[src/rtl/core/hs1_pkg.sv]
// ----------------------------------------------------------------------------
// hs1_pkg
// Shared types and constants of the HMAC-SHA1 engine.
// ----------------------------------------------------------------------------
package hs1_pkg;

   localparam logic [159:0] SHA_IV = {32'h67452301, 32'hEFCDAB89, 32'h98BADCFE,
                                      32'h10325476, 32'hC3D2E1F0};
   localparam logic [31:0] K_R0 = 32'h5A827999;
   localparam logic [31:0] K_R1 = 32'h6ED9EBA1;
   localparam logic [31:0] K_R2 = 32'h8F1BBCDC;
   localparam logic [31:0] K_R3 = 32'hCA62C1D6;

   localparam logic [7:0] IPAD     = 8'h36;
   localparam logic [7:0] OPAD     = 8'h5C;
   localparam logic [7:0] PAD_LEAD = 8'h80;
   // byte position of the length field: 448 bits into the block
   localparam logic [5:0] LEN_POS  = 6'd56;
   localparam logic [4:0] MAC_BYTES = 5'd20;

   // byte pushed into the hash core
   typedef struct packed {
      logic       start;
      logic       valid;
      logic [7:0] data;
   } push_type;

   typedef enum logic [3:0] {
      CS_IDLE  = 4'b0001,
      CS_LOAD  = 4'b0010,
      CS_ROUND = 4'b0100,
      CS_ADD   = 4'b1000
   } core_state_type;

   // byte idx of a 160-bit digest, big-endian
   function automatic logic [7:0] digest_byte(input logic [159:0] vec,
                                              input logic [4:0] idx);
      logic [159:0] sh;
      sh = vec >> (8 * (MAC_BYTES - 5'd1 - idx));
      return sh[7:0];
   endfunction

endpackage

[src/rtl/core/hs1_core.sv]
// ----------------------------------------------------------------------------
// hs1_core
// SHA-1 byte absorber: block buffer in a memory, one round per cycle.
// ----------------------------------------------------------------------------
module hs1_core (
   input  logic              clock,
   input  logic              reset,
   input  hs1_pkg::push_type push,
   output logic              busy,
   output logic [159:0]      chain,
   output logic [63:0]       bit_count
);

   logic [7:0]   blk_mem [64];
   logic [7:0]   rd_data_ff;
   logic         rd_vld_ff, rd_vld_in;
   logic [6:0]   addr_ff, addr_in;
   logic [6:0]   rnd_ff, rnd_in;
   logic [511:0] wbuf_ff, wbuf_in;
   logic [31:0]  a_ff, b_ff, c_ff, d_ff, e_ff;
   logic [31:0]  a_in, b_in, c_in, d_in, e_in;
   logic [159:0] chain_ff, chain_in;
   logic [63:0]  bits_ff, bits_in;
   hs1_pkg::core_state_type state_ff, state_in;

   logic        accept;
   logic [5:0]  idx;
   logic [31:0] f, k, tmp, wnew;

   assign accept    = push.valid && (state_ff == hs1_pkg::CS_IDLE);
   assign idx       = bits_ff[8:3];
   assign busy      = (state_ff != hs1_pkg::CS_IDLE);
   assign chain     = chain_ff;
   assign bit_count = bits_ff;

   always_ff @(posedge clock) begin
      if (accept) begin
         blk_mem[idx] <= push.data;
      end
      if (state_ff == hs1_pkg::CS_LOAD && !addr_ff[6]) begin
         rd_data_ff <= blk_mem[addr_ff[5:0]];
      end
   end

   always_comb begin
      if (rnd_ff < 7'd20) begin
         f = (b_ff & c_ff) | (~b_ff & d_ff);
         k = hs1_pkg::K_R0;
      end else if (rnd_ff < 7'd40) begin
         f = b_ff ^ c_ff ^ d_ff;
         k = hs1_pkg::K_R1;
      end else if (rnd_ff < 7'd60) begin
         f = (b_ff & c_ff) | (b_ff & d_ff) | (c_ff & d_ff);
         k = hs1_pkg::K_R2;
      end else begin
         f = b_ff ^ c_ff ^ d_ff;
         k = hs1_pkg::K_R3;
      end
      tmp  = {a_ff[26:0], a_ff[31:27]} + f + e_ff + k + wbuf_ff[511:480];
      // w[t+16] = rotl1(w[t+13] ^ w[t+8] ^ w[t+2] ^ w[t])
      wnew = wbuf_ff[95:64] ^ wbuf_ff[255:224] ^ wbuf_ff[447:416] ^ wbuf_ff[511:480];
      wnew = {wnew[30:0], wnew[31]};
   end

   always_comb begin
      state_in  = state_ff;
      bits_in   = bits_ff;
      chain_in  = chain_ff;
      addr_in   = addr_ff;
      rnd_in    = rnd_ff;
      wbuf_in   = wbuf_ff;
      rd_vld_in = 1'b0;
      a_in = a_ff; b_in = b_ff; c_in = c_ff; d_in = d_ff; e_in = e_ff;
      unique case (state_ff)
         hs1_pkg::CS_IDLE: begin
            if (push.start) begin
               chain_in = hs1_pkg::SHA_IV;
               bits_in  = '0;
            end else if (accept) begin
               bits_in = bits_ff + 64'd8;
               if (idx == 6'd63) begin
                  addr_in  = '0;
                  state_in = hs1_pkg::CS_LOAD;
               end
            end
         end
         hs1_pkg::CS_LOAD: begin
            rd_vld_in = !addr_ff[6];
            if (!addr_ff[6]) begin
               addr_in = addr_ff + 7'd1;
            end
            if (rd_vld_ff) begin
               wbuf_in = {wbuf_ff[503:0], rd_data_ff};
            end
            if (addr_ff[6]) begin
               a_in = chain_ff[159:128];
               b_in = chain_ff[127:96];
               c_in = chain_ff[95:64];
               d_in = chain_ff[63:32];
               e_in = chain_ff[31:0];
               rnd_in   = '0;
               state_in = hs1_pkg::CS_ROUND;
            end
         end
         hs1_pkg::CS_ROUND: begin
            a_in    = tmp;
            b_in    = a_ff;
            c_in    = {b_ff[1:0], b_ff[31:2]};
            d_in    = c_ff;
            e_in    = d_ff;
            wbuf_in = {wbuf_ff[479:0], wnew};
            rnd_in  = rnd_ff + 7'd1;
            if (rnd_ff == 7'd79) begin
               state_in = hs1_pkg::CS_ADD;
            end
         end
         hs1_pkg::CS_ADD: begin
            chain_in = {chain_ff[159:128] + a_ff, chain_ff[127:96] + b_ff,
                        chain_ff[95:64] + c_ff, chain_ff[63:32] + d_ff,
                        chain_ff[31:0] + e_ff};
            state_in = hs1_pkg::CS_IDLE;
         end
         default: state_in = hs1_pkg::CS_IDLE;
      endcase
   end

   always_ff @(posedge clock) begin
      if (reset) begin
         state_ff  <= hs1_pkg::CS_IDLE;
         bits_ff   <= '0;
         chain_ff  <= hs1_pkg::SHA_IV;
         rd_vld_ff <= 1'b0;
      end else begin
         state_ff  <= state_in;
         bits_ff   <= bits_in;
         chain_ff  <= chain_in;
         rd_vld_ff <= rd_vld_in;
      end
      addr_ff <= addr_in;
      rnd_ff  <= rnd_in;
      wbuf_ff <= wbuf_in;
      a_ff <= a_in; b_ff <= b_in; c_ff <= c_in; d_ff <= d_in; e_ff <= e_in;
   end

endmodule

[src/rtl/core/hmac_sha1_engine.sv]
// ----------------------------------------------------------------------------
// hmac_sha1_engine
// HMAC-SHA1 over byte streams with a stored key and truncated MAC output.
// ----------------------------------------------------------------------------
// req_*: one byte item per transfer. tuser 0 = key byte, 1 = message byte;
//   tdata[8] says the byte in tdata[7:0] is present; tlast ends key or message.
//   A key item after a message abandons the message and loads a new key.
// rsp_*: MAC bytes, most significant first; tlast on the final byte. The
//   count is the csr register (1..20, larger values give 20, 0 gives none).
// csr_*: digest length write; the user must write it only while the block
// is idle, which the block itself does not enforce. Items are taken one at
// a time: a key byte passes through ST_KBYTE and a message byte through
// ST_MSG and ST_MBYTE; each full 64-byte block also runs the hash core
// (buffer read, 80 rounds, chain add) before the next item. A message end
// runs inner padding, the outer key block, the inner digest and outer
// padding before the first MAC byte. The first message item also hashes the
// inner key block. Reset clears all control state and sets the digest
// length to 20 and the key to empty. A stalled receiver holds the output
// register; the block takes the next item while the last MAC byte waits.
// ----------------------------------------------------------------------------
module hmac_sha1_engine (
   input  logic        clock,
   input  logic        reset,
   input  logic        req_tvalid,
   output logic        req_tready,
   input  logic [15:0] req_tdata,   // [7:0] data_byte, [8] has_byte, [15:9] zero
   input  logic        req_tuser,   // req_type
   input  logic        req_tlast,
   output logic        rsp_tvalid,
   input  logic        rsp_tready,
   output logic [7:0]  rsp_tdata,   // [7:0] mac_byte
   output logic        rsp_tlast,
   input  logic        csr_valid,
   output logic        csr_ready,
   input  logic [4:0]  csr_data
);

   typedef enum logic [14:0] {
      ST_IDLE      = 15'b000000000000001,
      ST_KBYTE     = 15'b000000000000010,
      ST_KEND      = 15'b000000000000100,
      ST_MSG       = 15'b000000000001000,
      ST_MSTART    = 15'b000000000010000,
      ST_KPAD_RD   = 15'b000000000100000,
      ST_KPAD_PUSH = 15'b000000001000000,
      ST_MBYTE     = 15'b000000010000000,
      ST_FINA      = 15'b000000100000000,
      ST_FINZ      = 15'b000001000000000,
      ST_FINL      = 15'b000010000000000,
      ST_FINW      = 15'b000100000000000,
      ST_DIGWR     = 15'b001000000000000,
      ST_IFEED     = 15'b010000000000000,
      ST_EMIT      = 15'b100000000000000
   } state_type;

   typedef enum logic [3:0] {
      PH_AWAIT_KEY = 4'b0001,
      PH_KEY_LOAD  = 4'b0010,
      PH_KEY_READY = 4'b0100,
      PH_MSG_LOAD  = 4'b1000
   } phase_type;

   typedef enum logic [2:0] {
      RET_KEYDIG = 3'b001,
      RET_INNER  = 3'b010,
      RET_MAC    = 3'b100
   } ret_type;

   state_type state_ff, state_in;
   phase_type phase_ff, phase_in;
   ret_type   ret_ff, ret_in;

   logic [7:0]   key_mem [64];
   logic [7:0]   key_rd_ff;
   logic         key_we, key_re;
   logic [5:0]   key_wa;
   logic [7:0]   key_wd;

   logic         type_ff, type_in, has_ff, has_in, last_ff, last_in;
   logic [7:0]   byte_ff, byte_in;
   logic [6:0]   kcount_ff, kcount_in;
   logic [6:0]   klen_ff, klen_in;
   logic [5:0]   cnt_ff, cnt_in;
   logic [7:0]   pad_ff, pad_in;
   logic [63:0]  len_ff, len_in;
   logic [159:0] inner_ff, inner_in;
   logic [4:0]   dlen_ff, dlen_in;
   logic         rsp_valid_ff, rsp_valid_in, rsp_last_ff, rsp_last_in;
   logic [7:0]   rsp_data_ff, rsp_data_in;

   hs1_pkg::push_type push;
   logic         core_busy, core_ready;
   logic [159:0] chain;
   logic [63:0]  bit_count;
   logic [4:0]   n_out;

   hs1_core u_core (
      .clock     (clock),
      .reset     (reset),
      .push      (push),
      .busy      (core_busy),
      .chain     (chain),
      .bit_count (bit_count)
   );

   assign core_ready = !core_busy;
   assign n_out      = (dlen_ff > hs1_pkg::MAC_BYTES) ? hs1_pkg::MAC_BYTES : dlen_ff;
   assign csr_ready  = 1'b1;
   assign rsp_tvalid = rsp_valid_ff;
   assign rsp_tdata  = rsp_data_ff;
   assign rsp_tlast  = rsp_last_ff;

   always_ff @(posedge clock) begin
      if (key_we) begin
         key_mem[key_wa] <= key_wd;
      end
      if (key_re) begin
         key_rd_ff <= key_mem[cnt_ff];
      end
   end

   always_comb begin
      state_in  = state_ff;
      phase_in  = phase_ff;
      ret_in    = ret_ff;
      type_in   = type_ff;
      has_in    = has_ff;
      last_in   = last_ff;
      byte_in   = byte_ff;
      kcount_in = kcount_ff;
      klen_in   = klen_ff;
      cnt_in    = cnt_ff;
      pad_in    = pad_ff;
      len_in    = len_ff;
      inner_in  = inner_ff;
      dlen_in   = csr_valid ? csr_data : dlen_ff;
      rsp_valid_in = rsp_valid_ff && !rsp_tready;
      rsp_last_in  = rsp_last_ff;
      rsp_data_in  = rsp_data_ff;
      push       = '0;
      key_we     = 1'b0;
      key_re     = 1'b0;
      key_wa     = kcount_ff[5:0];
      key_wd     = byte_ff;
      req_tready = (state_ff == ST_IDLE) && core_ready;

      unique case (state_ff)
         ST_IDLE: begin
            if (req_tvalid && core_ready) begin
               type_in = req_tuser;
               byte_in = req_tdata[7:0];
               has_in  = req_tdata[8];
               last_in = req_tlast;
               if (!req_tuser) begin
                  if (phase_ff != PH_KEY_LOAD) begin
                     push.start = 1'b1;
                     kcount_in  = '0;
                     klen_in    = '0;
                     phase_in   = PH_KEY_LOAD;
                  end
                  state_in = ST_KBYTE;
               end else begin
                  state_in = ST_MSG;
               end
            end
         end
         ST_KBYTE: begin
            if (!has_ff || core_ready) begin
               if (has_ff) begin
                  push.valid = 1'b1;
                  push.data  = byte_ff;
                  if (kcount_ff < 7'd64) begin
                     key_we  = 1'b1;
                     klen_in = klen_ff + 7'd1;
                  end
                  if (kcount_ff < 7'd65) begin
                     kcount_in = kcount_ff + 7'd1;
                  end
               end
               state_in = last_ff ? ST_KEND : ST_IDLE;
            end
         end
         ST_KEND: begin
            if (kcount_ff > 7'd64) begin
               ret_in   = RET_KEYDIG;
               state_in = ST_FINA;
            end else begin
               phase_in = PH_KEY_READY;
               state_in = type_ff ? ST_MSTART : ST_IDLE;
            end
         end
         ST_MSG: begin
            if (phase_ff == PH_KEY_LOAD) begin
               state_in = ST_KEND;
            end else if (phase_ff == PH_MSG_LOAD) begin
               state_in = ST_MBYTE;
            end else begin
               state_in = ST_MSTART;
            end
         end
         ST_MSTART: begin
            if (core_ready) begin
               push.start = 1'b1;
               pad_in     = hs1_pkg::IPAD;
               cnt_in     = '0;
               state_in   = ST_KPAD_RD;
            end
         end
         ST_KPAD_RD: begin
            key_re   = 1'b1;
            state_in = ST_KPAD_PUSH;
         end
         ST_KPAD_PUSH: begin
            if (core_ready) begin
               push.valid = 1'b1;
               push.data  = (({1'b0, cnt_ff} < klen_ff) ? key_rd_ff : 8'h00) ^ pad_ff;
               cnt_in     = cnt_ff + 6'd1;
               if (cnt_ff == 6'd63) begin
                  if (pad_ff == hs1_pkg::IPAD) begin
                     phase_in = PH_MSG_LOAD;
                     state_in = ST_MBYTE;
                  end else begin
                     cnt_in   = '0;
                     state_in = ST_IFEED;
                  end
               end else begin
                  state_in = ST_KPAD_RD;
               end
            end
         end
         ST_MBYTE: begin
            if (!has_ff || core_ready) begin
               push.valid = has_ff;
               push.data  = byte_ff;
               if (last_ff) begin
                  ret_in   = RET_INNER;
                  state_in = ST_FINA;
               end else begin
                  state_in = ST_IDLE;
               end
            end
         end
         ST_FINA: begin
            if (core_ready) begin
               push.valid = 1'b1;
               push.data  = hs1_pkg::PAD_LEAD;
               len_in     = bit_count;
               state_in   = ST_FINZ;
            end
         end
         ST_FINZ: begin
            if (bit_count[8:3] == hs1_pkg::LEN_POS) begin
               cnt_in   = '0;
               state_in = ST_FINL;
            end else if (core_ready) begin
               push.valid = 1'b1;
            end
         end
         ST_FINL: begin
            if (core_ready) begin
               push.valid = 1'b1;
               push.data  = len_ff[63:56];
               len_in     = {len_ff[55:0], 8'h00};
               cnt_in     = cnt_ff + 6'd1;
               if (cnt_ff == 6'd7) begin
                  state_in = ST_FINW;
               end
            end
         end
         ST_FINW: begin
            if (core_ready) begin
               cnt_in = '0;
               unique case (ret_ff)
                  RET_KEYDIG: state_in = ST_DIGWR;
                  RET_INNER: begin
                     inner_in   = chain;
                     push.start = 1'b1;
                     pad_in     = hs1_pkg::OPAD;
                     state_in   = ST_KPAD_RD;
                  end
                  RET_MAC: begin
                     phase_in = PH_KEY_READY;
                     state_in = (n_out == 5'd0) ? ST_IDLE : ST_EMIT;
                  end
                  default: state_in = ST_IDLE;
               endcase
            end
         end
         ST_DIGWR: begin
            key_we = 1'b1;
            key_wa = cnt_ff;
            key_wd = hs1_pkg::digest_byte(chain, cnt_ff[4:0]);
            cnt_in = cnt_ff + 6'd1;
            if (cnt_ff == 6'd19) begin
               klen_in  = 7'd20;
               phase_in = PH_KEY_READY;
               state_in = type_ff ? ST_MSTART : ST_IDLE;
            end
         end
         ST_IFEED: begin
            if (core_ready) begin
               push.valid = 1'b1;
               push.data  = hs1_pkg::digest_byte(inner_ff, cnt_ff[4:0]);
               cnt_in     = cnt_ff + 6'd1;
               if (cnt_ff == 6'd19) begin
                  ret_in   = RET_MAC;
                  state_in = ST_FINA;
               end
            end
         end
         ST_EMIT: begin
            if (!rsp_valid_ff || rsp_tready) begin
               rsp_valid_in = 1'b1;
               rsp_data_in  = hs1_pkg::digest_byte(chain, cnt_ff[4:0]);
               rsp_last_in  = (cnt_ff[4:0] == n_out - 5'd1);
               cnt_in       = cnt_ff + 6'd1;
               if (cnt_ff[4:0] == n_out - 5'd1) begin
                  state_in = ST_IDLE;
               end
            end
         end
         default: state_in = ST_IDLE;
      endcase
   end

   always_ff @(posedge clock) begin
      if (reset) begin
         state_ff     <= ST_IDLE;
         phase_ff     <= PH_AWAIT_KEY;
         ret_ff       <= RET_KEYDIG;
         kcount_ff    <= '0;
         klen_ff      <= '0;
         dlen_ff      <= hs1_pkg::MAC_BYTES;
         rsp_valid_ff <= 1'b0;
      end else begin
         state_ff     <= state_in;
         phase_ff     <= phase_in;
         ret_ff       <= ret_in;
         kcount_ff    <= kcount_in;
         klen_ff      <= klen_in;
         dlen_ff      <= dlen_in;
         rsp_valid_ff <= rsp_valid_in;
      end
      type_ff     <= type_in;
      has_ff      <= has_in;
      last_ff     <= last_in;
      byte_ff     <= byte_in;
      cnt_ff      <= cnt_in;
      pad_ff      <= pad_in;
      len_ff      <= len_in;
      inner_ff    <= inner_in;
      rsp_last_ff <= rsp_last_in;
      rsp_data_ff <= rsp_data_in;
   end

endmodule

[config.mk]
export PLATFORM = sky130hd
export DESIGN_NAME = hmac_sha1_engine
export DESIGN_NICKNAME = d
export VERILOG_FILES = /design/src/rtl/core/hs1_pkg.sv /design/src/rtl/core/hs1_core.sv /design/src/rtl/core/hmac_sha1_engine.sv
export SDC_FILE = /design/constraint.sdc
export NUM_CORES = 2
export LEC_CHECK = 0
export BUFFER_PORTS_ARGS = -buffer_cell sky130_fd_sc_hd__buf_2
export CAP_MARGIN = 10
export CORE_MARGIN = 4
export CORE_UTILIZATION = 50
export CTS_CLUSTER_DIAMETER = 150
export DETAILED_ROUTE_END_ITERATION = 10
export MAX_ROUTING_LAYER = met4
export PLACE_DENSITY = 0.66
export SLEW_MARGIN = 20
export SYNTH_ARGS = -nofsm -noshare
export SYNTH_HDL_FRONTEND = slang
export SYNTH_SLANG_ARGS = --single-unit
[constraint.sdc]
create_clock -name clock -period 36.2 [get_ports clock]
set_input_delay 1.81 -clock clock [delete_from_list [all_inputs] [get_ports clock]]
set_output_delay 1.81 -clock clock [all_outputs]
set_load 0.01 [all_outputs]
-- After elaboration in Yosys (flattened, before gate mapping)
Memories as Yosys holds them, arrays and structs flattened. A register that Yosys moved wholly into a read port is not among the register bits.
Index checks and enable logic that the tools add are counted.
- bits in registers: 1215
- bits in latches: 0
- memory bits (read-only): 0
- memories kept: 2
- output and inout bits: 12
- RAM bits: 1024
- memory list (memory ; words ; width ; rd ports ; clocked after Yosys merged registers in ; wr ports ; line ; RTL):
    key_mem ; 64 ; 8 ; 1 ; 1 ; 1 ; hmac_sha1_engine.sv:73 ; logic [7:0] key_mem [64];
    u_core.blk_mem ; 64 ; 8 ; 1 ; 1 ; 1 ; hs1_core.sv:14 ; logic [7:0] blk_mem [64];
- shifts and indexed selects: 2
- bitwise gates (word level): 16
- $add $sub $neg: 17
- divide/modulo/power cells: 0
- equal/unequal tests: 71
- mux-type cells: 138
- $lt $le $gt $ge: 8
- $mul: 0
- reduce and logical (&&, ||, !) cells: 45
- operator list (operator ; number):
    $pmux 512 s2 ; 1
    $mux 512 ; 1
    $mux 32 ; 10
    $pmux 160 s2 ; 1
    $pmux 32 s2 ; 5
    $shr 160x32->8 ; 2
    $add 32x32->32 ; 9
    $mux 64 ; 4
    $mux 15 ; 17
    $pmux 15 s15 ; 1
    $mux 160 ; 1
    $xor 32x32->32 ; 5
    $and 32x32->32 ; 4
    $pmux 64 s2 ; 1
    $mux 7 ; 15
    $or 32x32->32 ; 3
    $mux 9 ; 9
    $add 64x4->64 const B ; 1
    $mux 4 ; 16
    $ne 2x2->1 const B ; 31
    $mux 8 ; 7
    $mux 6 ; 8
    $pmux 8 s6 ; 1
    $pmux 15 s3 ; 1
    77 further kinds ; 143

-- Depth between registers and ports, before layout
- depth after elaboration: 11
- depth in mapped cells: 27
- mapped depth without buffers: 26

-- Hierarchy
A second synthesis with hierarchy kept.
- cells, all modules: 8226
- area total of the unflattened synthesis: 104878.1 µm²
- modules (own cells, without submodules) (module ; cells each ; area an instance (µm²) ; instances):
    hs1_core ; 6234 ; 70406.3 ; 1
    hmac_sha1_engine ; 1992 ; 34471.8 ; 1

-- Worst setup path after synthesis
OpenSTA, ideal clock, no wires.
- kind: reg-to-reg
- start point: register u_core.state_ff[3]
- end point: register u_core.wbuf_ff[0], enable pin
- stages on the path, launching flop included: 8
- library setup time: 3624 ps
- path slack: 22621 ps
- data arrival time: 9955 ps
- path through: dfxtp_1 > clkbuf_1 > or3_1 > clkbuf_1 > clkbuf_1 > clkbuf_1 > clkbuf_1 > nand2_1
- word-level cells in the longest chain between the ends: 3
- elaborated cells between the ends (all ways): 5
- classes of those cells: 3 x eq/ne; 2 x reduce/logical
- ends and longest elaborated chain (what ; line ; RTL):
    start, declared ; hs1_core.sv:24 ; hs1_pkg::core_state_type state_ff, state_in;
    start signal, assigned ; hs1_core.sv:129 ; state_ff <= hs1_pkg::CS_IDLE;
    start signal, assigned ; hs1_core.sv:134 ; state_ff <= state_in;
    $eq 4x2->1 / $eq 4x3->1 (equally long branches) ; hs1_core.sv:74 ; unique case (state_ff)
    $ne 2x1->1 (no line) / $reduce_bool 2->1 (equally long branches) ; - ;
    $reduce_and 2->1 (no line) (*) ; - ;
    end signal, assigned ; hs1_core.sv:141 ; wbuf_ff <= wbuf_in;
    end, declared ; hs1_core.sv:19 ; logic [511:0] wbuf_ff, wbuf_in;
Mark *: on every way between the ends. The rest lies on a longest branch, timed or not.
A chain may end at the register's enable or synchronous reset.

-- Final worst setup path
- start point: register u_core.rnd_ff[4]
- end point: register u_core.a_ff[31] (data pin)
- word-level cells in the longest chain between the ends: 9
- elaborated cells between the ends (all ways): 14
- classes of those cells: 4 x add/sub; 3 x order compare; 7 x mux
- ends and longest elaborated chain (what ; line ; RTL):
    start, declared ; hs1_core.sv:18 ; logic [6:0] rnd_ff, rnd_in;
    start signal, assigned ; hs1_core.sv:140 ; rnd_ff <= rnd_in;
    $lt 7x6->1 ; hs1_core.sv:52 ; end else if (rnd_ff < 7'd60) begin
    $mux 32 ; hs1_core.sv:52 ;
    $mux 32 ; hs1_core.sv:49 ; end else if (rnd_ff < 7'd40) begin
    $mux 32 ; hs1_core.sv:46 ; if (rnd_ff < 7'd20) begin
    $add 32x32->32 (2 in a row) ; hs1_core.sv:59 ; tmp = {a_ff[26:0], a_ff[31:27]} + f + e_ff + k + wbuf_ff[511:480];
    $add 32x32->32 (*) (2 in a row) ; hs1_core.sv:59 ;
    $pmux 32 s2 (*) ; hs1_core.sv:74 ;
    via u_core.a_in[31] ; hs1_core.sv:21 ; logic [31:0] a_in, b_in, c_in, d_in, e_in;
    end signal, assigned ; hs1_core.sv:142 ; a_ff <= a_in; b_ff <= b_in; c_ff <= c_in; d_ff <= d_in; e_ff <= e_in;
    end, declared ; hs1_core.sv:20 ; logic [31:0] a_ff, b_ff, c_ff, d_ff, e_ff;
Mark *: on every way through the listed nets, which the timed path passes. The rest lies on a longest branch.

==> results by group <==
Status
  • Status: complete, no violations

STA
  • Max Freq: 0.118 GHz
  • Final setup fails: 0
  • RSZ-0062 raised after global routing: no
  • Relative slew slack: 11.8%
  • Min cycle time layout: 8.46 ns
  • Final Hold Vio Count: 0
  • Tightest Pin Transition: 1.29 ns
  • Hold_ws: 0.485 ns
  • Setup_tns: 0 ns
  • Tcrit/Tclk final: 23.4%
  • Fin Clk Skew: 0.0780 ns
  • Slew Viols, Final: 0

Clock network
  • Clk slew on worst S/H paths: 0.06 ns
  • Inserted Clock Buffers: 228
  • CTS resizes: 0
  • Clock sink count: 2243
  • Clock Tree Root: clkbuf_16
  • Hold_buf cts: 0
  • Worst-Skew Late Latency: 0.90 ns
  • CTS max path bufs: 3
  • Post-CTS Setup Bufs: 0
  • TritonCTS clock tree: yes
  • H-tree levels: 4

Finish
  • Post-Layout Cell Count: 11100
  • # nets final: 8477
  • Commonest non-fill, non-tap cell in the layout: nand2_1
  • Commonest cells after routing, fill and taps aside: nand2_1, edfxtp_1, nor2_1
  • P&R area growth vs syn: 10.4%
  • Share of layout cells above drive strength 1: 12.5%
  • Filler cell count: 16900

Power and ir drop
  • Clk pwr share: 44.5%
  • PwrDens: 47.1 nW/µm²
  • Final Total Pwr: 5.45 mW
  • Switching power: 1.20 mW
  • Worst vdd ir: 48.6 µV
  • Int Power: 4.25 mW
  • Sequential share of power: 52.2%
  • Leakage: 42.6 nW
  • Net Sw Frac: 21.9%
  • Comb pwr share: 3.3%

Drt
  • Vias: 65100
  • First-pass DRT Iterations: 9
  • DRC: 0
  • Routed Antenna Nets: 0
  • Wire length per cell: 24.1 µm
  • Total wire length: 267 mm
  • Post-DR vias/cell: 5.88
  • Initial DRC Count: 7279

Global routing
  • First-pass GRT wire length: 400 mm
  • Largest net degree at the start of global routing: 244
  • Aggregate global routing overflow: 0
  • Vias in the first global route: 63200
  • Initial antenna violation count: 9
  • GRT Total Usage: 25.0%

Placed design
  • Placed insts: 10600
  • GPL Wtd Cong: 0.948
  • Detailed Place HPWL: 174 mm
  • I/O Buffers: 31

Setup path
  • Worst setup SP type: flop
  • Worst reg2reg path endpoint: u_core.a_ff[31]
  • Crit path capture type: flop
  • Worst Setup SP: u_core.rnd_ff[4]
  • CP peak stage delay: 0.57 ns
  • R2R setup slack: 27.74 ns
  • Crit path kind: flop to flop
  • RR Startpoint: u_core.rnd_ff[4]
  • Worst Path Arrival: 9.07 ns
  • Critical path's top delay family: simple AND/OR/NAND/NOR gates
  • Required time of the critical path: 36.81 ns
  • Slowest-stage cell, CP: nor2_1
  • Maximum fanout along the worst path: 35
  • Buf+Inv Stages, Crit Path: 6
  • Levels on crit path: 27
  • Worst reg-to-reg path cell count: 27
  • Worst Setup EP: u_core.a_ff[31]

Floorplanning
  • Row cnt: 167
  • Die area: 217000 µm²
  • Die W: 466 µm
  • I/O pins: 40
  • Die H: 466 µm
  • Starting density of the core: 50.5%
  • Floorplan core area: 208000 µm²

Synth
  • Syn nets: 8504
  • FF+latch count, synth: 2243
  • Register area share after synthesis: 61.7%
  • Unique cell type count in the Yosys netlist: 92
  • Main synth FF type: edfxtp_1
  • Number of flops mapped to enable cells by yosys: 1975
  • Yosys Warn Count: 0
  • Cell Area, Synth: 105000 µm²
  • Share of async-settable or async-resettable flops after synthesis: 0%
  • Mean Syn Cell Area: 12.9 µm²
  • Mapped Cells: 8115

Run
  • Max Cap Viol: 0

Min path
  • Worst Hold Launch: phase_ff[0]
  • Hold WC Path Type: flop to flop
state kept, by name (all words and copies together), names as in the netlist, 6 cells and up:
register and cells:
u_core.c_ff 32, u_core.rnd_ff 7, u_core.b_ff 32, inner_ff 160
state_ff 15, len_ff 61, u_core.blk_mem 512, u_core.rd_data_ff 8
klen_ff 7, u_core.wbuf_ff 512, u_core.addr_ff 7, u_core.bit_count 61
u_core.a_ff 32, u_core.e_ff 32, rsp_tdata 8, byte_ff 8
u_core.d_ff 32, key_rd_ff 8, key_mem 512, cnt_ff 6
kcount_ff 7, u_core.chain 160
tightest hold or removal path, stage by stage, from the launching register on:
cell     delay [ns]
dfxtp_1        0.33
nand2_1        0.06
nand2_1        0.05
power by group through the flow:
stage                     Combinational [mW]  Clock (mW)  Sequential, mW
final                                  0.182        2.42            2.84
after global routing                   0.194        2.57            2.84
after CTS                              0.180        2.46            2.84
after detailed placement               0.179           0            2.90
after global placement                 0.173           0            2.90
after floorplan                        0.106           0            2.89
per-layer routing:
metal  routed length, µm  global-route usage (%)  vias to the layer above
met1              115000                    35.2                    32700
met4                9740                    8.33                        0
met3               19200                    3.81                      483
li1                    -                       -                    29500
met2              123000                    37.5                     2418
met5                   0                       -                        -
kinds of logic after synthesis:
group	Yosys count	share of synthesized area [%]
compound gates	962	5.73
xor+xnor	328	2.74
fa+ha+maj	361	5.20
buf+inv	595	2.15
flops	2243	61.7
mux	511	10.1
other cells	1	0.00358
simple gates	3114	12.4
how the worst min path moves through the flow:
stage	to	slack, ns	cells past startpoint
2_1_floorplan	inner_ff[127]	0.44	0
3_3_place_gp	phase_ff[0]	0.46	2
3_5_place_dp	phase_ff[0]	0.48	2
4_1_cts	phase_ff[0]	0.49	2
5_1_grt	phase_ff[0]	0.52	2
6_report	phase_ff[0]	0.48	2
through the flow:
step                      worst slack [ns]  utilization [%]  area (µm²)
after floorplan                      22.62                -      105000
after global placement               27.76             52.0      108000
after detailed placement             27.83             52.0      108000
after CTS                            27.79             55.7      116000
after global routing                 27.39             55.7      116000
final                                27.74             55.7      116000
Yosys cell counts (10+ instances only):
| library cell | instances | area [µm²] |
|---|---|---|
| nor2_1 | 489 | 1840 |
| inv_1 | 215 | 807 |
| ha_1 | 237 | 2970 |
| a22oi_1 | 28 | 210 |
| nand3b_1 | 14 | 105 |
| fa_1 | 124 | 2480 |
| o211ai_1 | 24 | 180 |
| and3_1 | 40 | 250 |
| or3_1 | 30 | 188 |
| xnor2_1 | 214 | 1870 |
| or2_2 | 12 | 75.1 |
| nand3_1 | 117 | 586 |
| mux2_2 | 57 | 642 |
| nand2b_1 | 41 | 257 |
| nor2b_1 | 49 | 307 |
| a21oi_1 | 262 | 1310 |
| o32ai_1 | 23 | 201 |
| a211oi_1 | 36 | 270 |
| mux4_2 | 432 | 9730 |
| edfxtp_1 | 1975 | 59300 |
| o31ai_1 | 17 | 128 |
| o21ai_0 | 287 | 1440 |
| and2_1 | 10 | 62.6 |
| nand2_1 | 2116 | 7940 |
| a31oi_1 | 24 | 150 |
| o21bai_1 | 29 | 218 |
| mux2i_1 | 22 | 220 |
| o22ai_1 | 25 | 156 |
| nand4_1 | 24 | 150 |
| clkbuf_1 | 293 | 1100 |
| nand4b_1 | 10 | 87.6 |
| xor2_1 | 114 | 998 |
| nor4_1 | 17 | 106 |
| buf_1 | 75 | 282 |
| nor3b_1 | 14 | 105 |
| o21a_1 | 31 | 233 |
| nor3_1 | 83 | 415 |
| a22o_1 | 11 | 96.3 |
| a21o_1 | 77 | 578 |
| dfxtp_1 | 268 | 5370 |
area by class of cell:
| class | count | area, µm² | area share, % |
|---|---|---|---|
| flip-flops and latches | 2243 | 64700 | 55.9 |
| multi-input cells | 5277 | 38100 | 32.9 |
| clock buffers | 274 | 5960 | 5.15 |
| well taps | 2788 | 3490 | 3.01 |
| clock inverters | 156 | 1790 | 1.55 |
| repair buffers | 120 | 917 | 0.793 |
| inverters | 218 | 818 | 0.707 |
| diodes | 4 | 10.0 | 0.00865 |
Power figures use the tool's default switching activity.
